<file path="src/rtl/core/dhsm_pkg.sv">
// ============================================================================
// Hit-to-strip mapper package
// Shared widths, register indexes, reset values and helper functions.
// ============================================================================
package dhsm_pkg;

    localparam int PITCH_SHIFT = 5;

    localparam int HIT_W     = 14;  // input coordinate width
    localparam int LEN_W     = 13;  // geometry register width
    localparam int LIM_W     = 8;   // group limit register width
    localparam int CRD_W     = 17;  // mirrored and shifted coordinate width
    localparam int LOC_W     = 16;  // module-shifted x width
    localparam int GSTRIP_W  = 9;
    localparam int LSTRIP_W  = 8;
    localparam int MOD_W     = 3;
    localparam int GRP_W     = 2;
    localparam int CFG_IDX_W = 3;

    typedef logic signed [CRD_W-1:0] t_coord;
    typedef logic signed [LOC_W-1:0] t_loc;
    typedef logic [MOD_W-1:0]        t_mod;
    typedef logic [GRP_W-1:0]        t_grp;
    typedef logic [LEN_W-1:0]        t_len;
    typedef logic [LIM_W-1:0]        t_lim;

    // Module codes
    localparam t_mod MOD_OUTSIDE   = 3'd0;
    localparam t_mod MOD_TOP_RIGHT = 3'd1;
    localparam t_mod MOD_TOP_LEFT  = 3'd2;
    localparam t_mod MOD_BOT_LEFT  = 3'd3;
    localparam t_mod MOD_BOT_RIGHT = 3'd4;

    // Strip group codes
    localparam t_grp GRP_ZERO = 2'd0;
    localparam t_grp GRP_ONE  = 2'd1;
    localparam t_grp GRP_TWO  = 2'd2;

    // Configuration register indexes
    typedef enum logic [CFG_IDX_W-1:0] {
        CFG_BASE_LEN     = 3'd0,
        CFG_NIB_LEN      = 3'd1,
        CFG_OFFSET       = 3'd2,
        CFG_G0_CROSS     = 3'd3,
        CFG_G0_ALONG     = 3'd4,
        CFG_G1_CROSS     = 3'd5,
        CFG_G1_ALONG     = 3'd6
    } t_cfg_idx;

    localparam t_len RST_BASE_LEN = 13'd5370;
    localparam t_len RST_NIB_LEN  = 13'd1790;
    localparam t_len RST_OFFSET   = 13'd1016;
    localparam t_lim RST_G0_CROSS = 8'd55;
    localparam t_lim RST_G0_ALONG = 8'd150;
    localparam t_lim RST_G1_CROSS = 8'd110;
    localparam t_lim RST_G1_ALONG = 8'd95;

    // Pitch bias for truncation toward zero on negative values
    localparam t_loc PITCH_BIAS = t_loc'((1 << PITCH_SHIFT) - 1);

    // Coordinate divided by the pitch, truncated toward zero
    function automatic t_loc strip_of(input t_loc c);
        t_loc biased;
        biased = c[LOC_W-1] ? (c + PITCH_BIAS) : c;
        return biased >>> PITCH_SHIFT;
    endfunction

    // Strip group from a cross coordinate a and an along coordinate b
    function automatic t_grp group_of(input t_lim a, input t_lim b,
                                      input t_lim c0, input t_lim a0,
                                      input t_lim c1, input t_lim a1);
        t_grp g;
        if ((a < c0 && b < a0) || b >= a0) begin
            g = GRP_ZERO;
        end else if ((a < c1 && b < a1) || b >= a1) begin
            g = GRP_ONE;
        end else begin
            g = GRP_TWO;
        end
        return g;
    endfunction

endpackage

</file>
<file path="src/rtl/core/detector_hit_to_strip_mapper_top.sv">
// ============================================================================
// Detector hit-to-strip mapper
// Maps a hit position onto one of four pentagon modules and its strips.
//
// Input channel (i_in_valid / o_in_stall): one hit (x, y) in signed 0.1 mm
// units per transfer. Output channel (o_out_valid / i_out_stall): one result
// per hit, with module index, global and local strip indices and two strip
// groups; a hit outside all modules reads zero in every strip field.
// Configuration channel (i_cfg_valid / o_cfg_ready, index and data): ready is
// always high and an unknown index is dropped. Write only while empty.
// Five register stages (input, inside tests, module select, strip divide,
// groups/output); the fully pipelined datapath sustains one hit per cycle
// while the receiver does not stall.
// Each stage holds while its successor is full and blocked; empty stages keep
// filling, so bubbles collapse. o_in_stall rises only when all five stages
// are full and the receiver stalls. Reset (synchronous, active low) clears
// all valid bits and loads the default register values.
// ============================================================================
module detector_hit_to_strip_mapper_top (
    input  logic                                i_clk,
    input  logic                                i_rst_n,
    // configuration channel
    input  logic                                i_cfg_valid,
    output logic                                o_cfg_ready,
    input  logic [dhsm_pkg::CFG_IDX_W-1:0]      i_cfg_index,
    input  logic [dhsm_pkg::LEN_W-1:0]          i_cfg_data,
    // input channel
    input  logic                                i_in_valid,
    output logic                                o_in_stall,
    input  logic signed [dhsm_pkg::HIT_W-1:0]   i_hit_x,
    input  logic signed [dhsm_pkg::HIT_W-1:0]   i_hit_y,
    // output channel
    output logic                                o_out_valid,
    input  logic                                i_out_stall,
    output logic [dhsm_pkg::MOD_W-1:0]          o_module_index,
    output logic signed [dhsm_pkg::GSTRIP_W-1:0] o_global_strip_x,
    output logic signed [dhsm_pkg::GSTRIP_W-1:0] o_global_strip_y,
    output logic [dhsm_pkg::LSTRIP_W-1:0]       o_local_strip_x,
    output logic [dhsm_pkg::LSTRIP_W-1:0]       o_local_strip_y,
    output logic [dhsm_pkg::GRP_W-1:0]          o_horizontal_group,
    output logic [dhsm_pkg::GRP_W-1:0]          o_vertical_group
);

    // ------------------------------------------------------------------
    // Configuration registers
    // ------------------------------------------------------------------
    dhsm_pkg::t_len r_base_len;
    dhsm_pkg::t_len r_nib_len;
    dhsm_pkg::t_len r_offset;
    dhsm_pkg::t_lim r_g0_cross;
    dhsm_pkg::t_lim r_g0_along;
    dhsm_pkg::t_lim r_g1_cross;
    dhsm_pkg::t_lim r_g1_along;

    assign o_cfg_ready = 1'b1;

    always_ff @(posedge i_clk) begin
        if (!i_rst_n) begin
            r_base_len <= dhsm_pkg::RST_BASE_LEN;
            r_nib_len  <= dhsm_pkg::RST_NIB_LEN;
            r_offset   <= dhsm_pkg::RST_OFFSET;
            r_g0_cross <= dhsm_pkg::RST_G0_CROSS;
            r_g0_along <= dhsm_pkg::RST_G0_ALONG;
            r_g1_cross <= dhsm_pkg::RST_G1_CROSS;
            r_g1_along <= dhsm_pkg::RST_G1_ALONG;
        end else if (i_cfg_valid && o_cfg_ready) begin
            case (dhsm_pkg::t_cfg_idx'(i_cfg_index))
                dhsm_pkg::CFG_BASE_LEN: r_base_len <= i_cfg_data;
                dhsm_pkg::CFG_NIB_LEN:  r_nib_len  <= i_cfg_data;
                dhsm_pkg::CFG_OFFSET:   r_offset   <= i_cfg_data;
                dhsm_pkg::CFG_G0_CROSS: r_g0_cross <= i_cfg_data[dhsm_pkg::LIM_W-1:0];
                dhsm_pkg::CFG_G0_ALONG: r_g0_along <= i_cfg_data[dhsm_pkg::LIM_W-1:0];
                dhsm_pkg::CFG_G1_CROSS: r_g1_cross <= i_cfg_data[dhsm_pkg::LIM_W-1:0];
                dhsm_pkg::CFG_G1_ALONG: r_g1_along <= i_cfg_data[dhsm_pkg::LIM_W-1:0];
                default: ; // drop writes beyond the register list
            endcase
        end
    end

    // ------------------------------------------------------------------
    // Pipeline control: a stage advances when empty or when its
    // successor advances.
    // ------------------------------------------------------------------
    logic r_vld1, r_vld2, r_vld3, r_vld4, r_vld5;
    logic adv1, adv2, adv3, adv4, adv5;

    assign adv5 = !r_vld5 || !i_out_stall;
    assign adv4 = !r_vld4 || adv5;
    assign adv3 = !r_vld3 || adv4;
    assign adv2 = !r_vld2 || adv3;
    assign adv1 = !r_vld1 || adv2;

    assign o_in_stall  = !adv1;
    assign o_out_valid = r_vld5;

    always_ff @(posedge i_clk) begin
        if (!i_rst_n) begin
            r_vld1 <= 1'b0;
            r_vld2 <= 1'b0;
            r_vld3 <= 1'b0;
            r_vld4 <= 1'b0;
            r_vld5 <= 1'b0;
        end else begin
            if (adv1) r_vld1 <= i_in_valid;
            if (adv2) r_vld2 <= r_vld1;
            if (adv3) r_vld3 <= r_vld2;
            if (adv4) r_vld4 <= r_vld3;
            if (adv5) r_vld5 <= r_vld4;
        end
    end

    // ------------------------------------------------------------------
    // Stage 1: capture the hit
    // ------------------------------------------------------------------
    logic signed [dhsm_pkg::HIT_W-1:0] r1_x, r1_y;

    always_ff @(posedge i_clk) begin
        if (adv1) begin
            r1_x <= i_hit_x;
            r1_y <= i_hit_y;
        end
    end

    // ------------------------------------------------------------------
    // Stage 2: mirror and shift, then run the four inside tests
    // ------------------------------------------------------------------
    dhsm_pkg::t_coord x_c, y_c, nx_c, ny_c, u3_c, u4_c, off_c;
    logic             n2_in1, n2_in2, n2_in3, n2_in4;

    assign x_c   = dhsm_pkg::t_coord'(r1_x);
    assign y_c   = dhsm_pkg::t_coord'(r1_y);
    assign off_c = $signed({{(dhsm_pkg::CRD_W - dhsm_pkg::LEN_W){1'b0}}, r_offset});
    assign nx_c  = -x_c;
    assign ny_c  = -y_c;
    assign u3_c  = -x_c - off_c;
    assign u4_c  = x_c - off_c;

    dhsm_inside u_in_top_right (
        .i_u(x_c),  .i_v(y_c),  .i_base(r_base_len), .i_nib(r_nib_len), .o_inside(n2_in1)
    );
    dhsm_inside u_in_top_left (
        .i_u(nx_c), .i_v(y_c),  .i_base(r_base_len), .i_nib(r_nib_len), .o_inside(n2_in2)
    );
    dhsm_inside u_in_bot_left (
        .i_u(u3_c), .i_v(ny_c), .i_base(r_base_len), .i_nib(r_nib_len), .o_inside(n2_in3)
    );
    dhsm_inside u_in_bot_right (
        .i_u(u4_c), .i_v(ny_c), .i_base(r_base_len), .i_nib(r_nib_len), .o_inside(n2_in4)
    );

    logic signed [dhsm_pkg::HIT_W-1:0] r2_x, r2_y;
    logic                              r2_in1, r2_in2, r2_in3, r2_in4;

    always_ff @(posedge i_clk) begin
        if (adv2) begin
            r2_x   <= r1_x;
            r2_y   <= r1_y;
            r2_in1 <= n2_in1;
            r2_in2 <= n2_in2;
            r2_in3 <= n2_in3;
            r2_in4 <= n2_in4;
        end
    end

    // ------------------------------------------------------------------
    // Stage 3: pick the first matching module, remove its x shift
    // ------------------------------------------------------------------
    dhsm_pkg::t_mod n3_mod;
    dhsm_pkg::t_loc n3_xl;
    dhsm_pkg::t_loc x2_l, off_l;

    assign x2_l  = dhsm_pkg::t_loc'(r2_x);
    assign off_l = $signed({{(dhsm_pkg::LOC_W - dhsm_pkg::LEN_W){1'b0}}, r_offset});

    always_comb begin
        n3_xl = x2_l;
        if (r2_in1) begin
            n3_mod = dhsm_pkg::MOD_TOP_RIGHT;
        end else if (r2_in2) begin
            n3_mod = dhsm_pkg::MOD_TOP_LEFT;
        end else if (r2_in3) begin
            n3_mod = dhsm_pkg::MOD_BOT_LEFT;
            n3_xl  = x2_l + off_l;
        end else if (r2_in4) begin
            n3_mod = dhsm_pkg::MOD_BOT_RIGHT;
            n3_xl  = x2_l - off_l;
        end else begin
            n3_mod = dhsm_pkg::MOD_OUTSIDE;
        end
    end

    dhsm_pkg::t_mod                    r3_mod;
    dhsm_pkg::t_loc                    r3_xl;
    logic signed [dhsm_pkg::HIT_W-1:0] r3_x, r3_y;

    always_ff @(posedge i_clk) begin
        if (adv3) begin
            r3_mod <= n3_mod;
            r3_xl  <= n3_xl;
            r3_x   <= r2_x;
            r3_y   <= r2_y;
        end
    end

    // ------------------------------------------------------------------
    // Stage 4: divide by the pitch and take magnitudes
    // ------------------------------------------------------------------
    dhsm_pkg::t_loc gx_l, gy_l, lx_l;
    dhsm_pkg::t_loc lx_abs, ly_abs;

    assign gx_l   = dhsm_pkg::strip_of(dhsm_pkg::t_loc'(r3_x));
    assign gy_l   = dhsm_pkg::strip_of(dhsm_pkg::t_loc'(r3_y));
    assign lx_l   = dhsm_pkg::strip_of(r3_xl);
    assign lx_abs = lx_l[dhsm_pkg::LOC_W-1] ? -lx_l : lx_l;
    assign ly_abs = gy_l[dhsm_pkg::LOC_W-1] ? -gy_l : gy_l;

    dhsm_pkg::t_mod                       r4_mod;
    logic signed [dhsm_pkg::GSTRIP_W-1:0] r4_gx, r4_gy;
    logic [dhsm_pkg::LSTRIP_W-1:0]        r4_lx, r4_ly;

    always_ff @(posedge i_clk) begin
        if (adv4) begin
            r4_mod <= r3_mod;
            r4_gx  <= gx_l[dhsm_pkg::GSTRIP_W-1:0];
            r4_gy  <= gy_l[dhsm_pkg::GSTRIP_W-1:0];
            r4_lx  <= lx_abs[dhsm_pkg::LSTRIP_W-1:0];
            r4_ly  <= ly_abs[dhsm_pkg::LSTRIP_W-1:0];
        end
    end

    // ------------------------------------------------------------------
    // Stage 5: strip groups, zero everything for an outside hit
    // ------------------------------------------------------------------
    logic           hit_in;
    dhsm_pkg::t_grp n5_hgrp, n5_vgrp;

    assign hit_in  = r4_mod != dhsm_pkg::MOD_OUTSIDE;
    assign n5_hgrp = dhsm_pkg::group_of(r4_lx, r4_ly, r_g0_cross, r_g0_along,
                                        r_g1_cross, r_g1_along);
    assign n5_vgrp = dhsm_pkg::group_of(r4_ly, r4_lx, r_g0_cross, r_g0_along,
                                        r_g1_cross, r_g1_along);

    dhsm_pkg::t_mod                       r5_mod;
    logic signed [dhsm_pkg::GSTRIP_W-1:0] r5_gx, r5_gy;
    logic [dhsm_pkg::LSTRIP_W-1:0]        r5_lx, r5_ly;
    dhsm_pkg::t_grp                       r5_hgrp, r5_vgrp;

    always_ff @(posedge i_clk) begin
        if (adv5) begin
            r5_mod  <= r4_mod;
            r5_gx   <= hit_in ? r4_gx   : '0;
            r5_gy   <= hit_in ? r4_gy   : '0;
            r5_lx   <= hit_in ? r4_lx   : '0;
            r5_ly   <= hit_in ? r4_ly   : '0;
            r5_hgrp <= hit_in ? n5_hgrp : dhsm_pkg::GRP_ZERO;
            r5_vgrp <= hit_in ? n5_vgrp : dhsm_pkg::GRP_ZERO;
        end
    end

    assign o_module_index     = r5_mod;
    assign o_global_strip_x   = r5_gx;
    assign o_global_strip_y   = r5_gy;
    assign o_local_strip_x    = r5_lx;
    assign o_local_strip_y    = r5_ly;
    assign o_horizontal_group = r5_hgrp;
    assign o_vertical_group   = r5_vgrp;

    // ------------------------------------------------------------------
    // Assertions
    // ------------------------------------------------------------------
    a_outside_zero : assert property (@(posedge i_clk) disable iff (!i_rst_n)
        (o_out_valid && o_module_index == dhsm_pkg::MOD_OUTSIDE) |->
        (o_global_strip_x == '0 && o_global_strip_y == '0 &&
         o_local_strip_x == '0 && o_local_strip_y == '0 &&
         o_horizontal_group == dhsm_pkg::GRP_ZERO &&
         o_vertical_group == dhsm_pkg::GRP_ZERO))
        else $error("outside hit with nonzero strip fields");

    a_stall_only_full : assert property (@(posedge i_clk) disable iff (!i_rst_n)
        o_in_stall |-> (r_vld1 && r_vld2 && r_vld3 && r_vld4 && r_vld5 && i_out_stall))
        else $error("input stalled while pipeline has room");

    a_group_code : assert property (@(posedge i_clk) disable iff (!i_rst_n)
        o_out_valid |-> (o_horizontal_group <= dhsm_pkg::GRP_TWO &&
                         o_vertical_group <= dhsm_pkg::GRP_TWO &&
                         o_module_index <= dhsm_pkg::MOD_BOT_RIGHT))
        else $error("illegal module or group code");

endmodule

</file>
<file path="src/rtl/core/dhsm_inside.sv">
// ============================================================================
// Pentagon inside test
// Strict box and diagonal-edge checks of one module on (u, v) coordinates.
// ============================================================================
module dhsm_inside (
    input  dhsm_pkg::t_coord i_u,
    input  dhsm_pkg::t_coord i_v,
    input  dhsm_pkg::t_len   i_base,
    input  dhsm_pkg::t_len   i_nib,
    output logic             o_inside
);

    dhsm_pkg::t_coord                 base_s;
    dhsm_pkg::t_coord                 nib_s;
    logic signed [dhsm_pkg::CRD_W:0]  sum_uv;
    logic signed [dhsm_pkg::CRD_W:0]  sum_bn;
    logic                             pos;
    logic                             u_lt_nib;
    logic                             v_lt_nib;
    logic                             u_lt_base;
    logic                             v_lt_base;

    assign base_s = $signed({{(dhsm_pkg::CRD_W - dhsm_pkg::LEN_W){1'b0}}, i_base});
    assign nib_s  = $signed({{(dhsm_pkg::CRD_W - dhsm_pkg::LEN_W){1'b0}}, i_nib});
    assign sum_uv = {i_u[dhsm_pkg::CRD_W-1], i_u} + {i_v[dhsm_pkg::CRD_W-1], i_v};
    assign sum_bn = {base_s[dhsm_pkg::CRD_W-1], base_s} + {nib_s[dhsm_pkg::CRD_W-1], nib_s};

    assign pos       = (i_u > dhsm_pkg::t_coord'(0)) && (i_v > dhsm_pkg::t_coord'(0));
    assign u_lt_nib  = i_u < nib_s;
    assign v_lt_nib  = i_v < nib_s;
    assign u_lt_base = i_u < base_s;
    assign v_lt_base = i_v < base_s;

    // Square minus the cut corner
    assign o_inside = pos && ((u_lt_nib && v_lt_base) || (u_lt_base && v_lt_nib) ||
                              (u_lt_base && v_lt_base && (sum_uv < sum_bn)));

endmodule
</file>
<file path="config.mk">
export PLATFORM = sky130hd
export DESIGN_NAME = detector_hit_to_strip_mapper_top
export DESIGN_NICKNAME = d
export VERILOG_FILES = /design/src/rtl/core/dhsm_pkg.sv /design/src/rtl/core/detector_hit_to_strip_mapper_top.sv /design/src/rtl/core/dhsm_inside.sv
export SDC_FILE = /design/constraint.sdc
export NUM_CORES = 1
export LEC_CHECK = 0
export BUFFER_PORTS_ARGS = -buffer_cell sky130_fd_sc_hd__buf_2
export CAP_MARGIN = 20
export CORE_AREA = 2 2 184 186
export CTS_BUF_LIST = sky130_fd_sc_hd__clkbuf_4
export DETAILED_ROUTE_END_ITERATION = 8
export DIE_AREA = 0 0 186 188
export PLACE_DENSITY = 0.82
export SYNTH_ARGS = -nofsm -noshare
export SYNTH_HDL_FRONTEND = slang
export SYNTH_SLANG_ARGS = --single-unit
</file>
<file path="constraint.sdc">
create_clock -name i_clk -period 6.4 [get_ports i_clk]
set_input_delay 0.32 -clock i_clk [delete_from_list [all_inputs] [get_ports i_clk]]
set_output_delay 0.32 -clock i_clk [all_outputs]
set_load 0.02 [all_outputs]
</file>
==> results.toml <==
[route]
wire_per_inst_um = 21.3
detail_route.iter0.violations = 1414
drt_wl_total_mm = 61.9
dr.pass1.iters = 8
viasPerCell = 6.36
drtAntennaViolNets = 0
drc = 0
vias = 18500

[timing]
tightest_slew_ns = 1.01
finalSetupViolCount = 0
finalClockSkew_ns = 0.0644
maxSlewHeadroom_pct = 32.6
post-route-min-period_ns = 6.00
setup_tns_ns = 0
maxSlewViolCount = 0
rsz0062_at_grt = "false"
finalHoldViolCount = 0
fmax_mhz = 167
period_share_pct = 93.7

[power_and_ir_drop]
p_leak_uw = 0.0110
ir_drop_uv = 133
p_per_area_mw_per_mm2 = 221

[global_routing]
gr-total-overflow = 0
grt_max_degree = 77
grt.total_usage_pct = 35.6
grt_pass1_vias = 18400
grt_pass1_wl_mm = 96.0
antenna_found_initial = 2

[worst_hold_path]
hold_start = "i_cfg_index[2]"
hold_class = "input pin to flop"

[synthesis]
yosys_warnings = 0
syn-cell-area_mm2 = 0.0212
seq_area_frac_synth_pct = 33.0
syn_nets = 2649
ys_async_sr_fraction_pct = 0
synth_ff_type = "edfxtp_1"
synth-edff-count = 182
syn_area_per_cell_um2 = 9.61
ys_types = 74
synthCells = 2204
ys_ff_latch = 258

[finish]
utilization_pct = 71.6
fill_cells = 2452
mostFrequentLayoutCells = "ha_1, edfxtp_1, nand2_1"
drive_above_1_share_pct = 11.0
final_net_count = 2860
syn_to_final_growth_pct = 11.9
layout_commonest_cell = "ha_1"

[floorplanning]
rows = 67
dieArea_mm2 = 0.0350
start_util_pct = 64.0
io_pins = 93
die_x_um = 186
core_area_mm2 = 0.0331
die_h_um = 188

[setup_path]
worstSetupEndpointType = "flop"
start_kind = "flop"
r2r_start = "r1_x[0]"
crit_start = "r1_x[0]"
worstPathArrival_ns = 6.54
path_class = "flop to flop"
crit_fanout = 6
cp.required_ns = 6.94

[run_status]
status = "completed"

[clocking]
cts.path.max_buffers = 3
cts.htree.levels = 3
cts_sinks = 258
numCtsBuffers = 67
clk_latency_ns = 0.72
clk_pin_slew_ns = 0.06
cts_tree = "built"
clockRootBuffer = "clkbuf_4"

[flow_run]
max-cap-violations = 0

[place]
place.gp.congestion = 0.971
hpwl_mm = 46.5
portBuffers = 91
[routing by layer]
layer / GRT usage, % / vias up / share of wire, %
li1: - / 8636 / -
met4: 25.5 / 2 / 7.7
met5: 0 / - / 0.019
met3: 6.47 / 308 / 7.7
met1: 40.1 / 8634 / 37
met2: 60.2 / 952 / 48
[area by class of cell]
type                    instances  area [µm²]  share of cell area (%)
clock inverters                20         110                   0.465
inverters                     148         556                    2.34
repair buffers                174        1190                    5.00
flip-flops and latches        258        6990                    29.5
well taps                     448         561                    2.37
diodes                          1        2.50                  0.0106
clock buffers                  99         743                    3.14
multi-input cells            1766       13600                    57.2
[cell usage after synthesis, drive strengths merged (16+ instances only)]
cell type	n	area share, %
inv	148	2.6
a21o	98	3.5
nand2b	61	1.8
nor2	117	2.1
dfxtp	76	7.2
o21ai	88	2.1
a21boi	37	1.3
a21oi	135	3.2
clkbuf	29	0.51
a2111oi	16	0.66
a31oi	17	0.50
nor3	45	1.1
xnor2	90	3.7
nand4	17	0.50
nor2b	86	2.5
nand3	45	1.1
nand2	178	3.2
o21bai	18	0.64
o21a	39	1.4
xor2	43	1.8
ha	387	23
edfxtp	182	26
a211oi	20	0.71
o211ai	53	1.9
[cell families (layout without fill, tap and decap cells)]
group                      after synthesis  count (layout)  synth area share [%]
other                                    1               2                0.0177
muxes                                    4               4                 0.189
DFF                                    258             258                  33.0
AOI/OAI and AO/OA                      611             611                  19.6
adders and majority gates              396             396                  23.7
buffers and inverters                  180             441                  3.23
and+or+nand+nor                        620             620                  14.7
xor gates and xnor gates               134             134                  5.61
[registers in the layout, summed over array words and instances, names as in the netlist, 9 cells and up]
signal / count
o_global_strip_y: 9
r1_y: 14
r_base_len: 13
o_global_strip_x: 9
r4_gx: 9
r3_xl: 15
r_nib_len: 13
r2_y: 14
r_offset: 13
r2_x: 14
r1_x: 14
r3_y: 14
r3_x: 14
[timing repair]
action / 4_1_cts / 5_1_grt
buffers inserted: 0 / 4
hold buffers: 43 / 0
setup endpoints to repair: 0 / 1
endpoints found under the hold margin: 90 / 0
resized for setup: 0 / 6
[stage by stage]
stage / cell area [µm²] / setup slack [ns] / hold WS (ns) / instances / total power (µW)
after floorplan: 21200 / 0.811 / 0.400 / 2204 / 3240
after global placement: 22400 / 0.544 / 0.403 / 2747 / 3660
after detailed placement: 22400 / 0.375 / 0.405 / 2747 / 3740
after CTS: 23600 / 0.368 / 0.0523 / 2909 / 5190
after global routing: 23700 / 0.0599 / 0.0974 / 2914 / 5530
final: 23700 / 0.405 / 0.0976 / 2914 / 5240
[report_power, final]
| part | internal, µW | switching (µW) | leakage, µW |
|---|---|---|---|
| clock network | 752 | 703 | 0.000513 |
| logic | 746 | 980 | 0.00792 |
| registers | 1930 | 124 | 0.00260 |
| total | 3430 | 1810 | 0.0110 |
[path summary, 6_finish.rpt]
check,to,slack (ns),cells past startpoint
worst max-delay path,r2_in4,0.40,23
worst min register to register,r3_y[8],0.40,0
worst min-delay path,r_g1_along[0],0.1,4
worst max register to register,r2_in4,0.40,23
[worst max-delay path: stages (launching register included)]
cell	delay (ns)
edfxtp_1	0.46
inv_1	0.12
ha_1	0.25
inv_1	0.08
fa_1	0.40
a21o_1	0.17
a21oi_1	0.22
o21ai_0	0.13
a21oi_1	0.34
o21ai_1	0.21
xor2_1	0.53
ha_1	0.40
and2_1	0.20
o21ai_0	0.15
o31ai_1	0.13
o41a_1	0.39
xor2_1	0.16
ha_1	0.29
nand3_1	0.11
nor4_1	0.06
or4_1	0.52
a21oi_1	0.18
nand3_1	0.11
a211oi_1	0.22
Power figures use the tool's default switching activity.
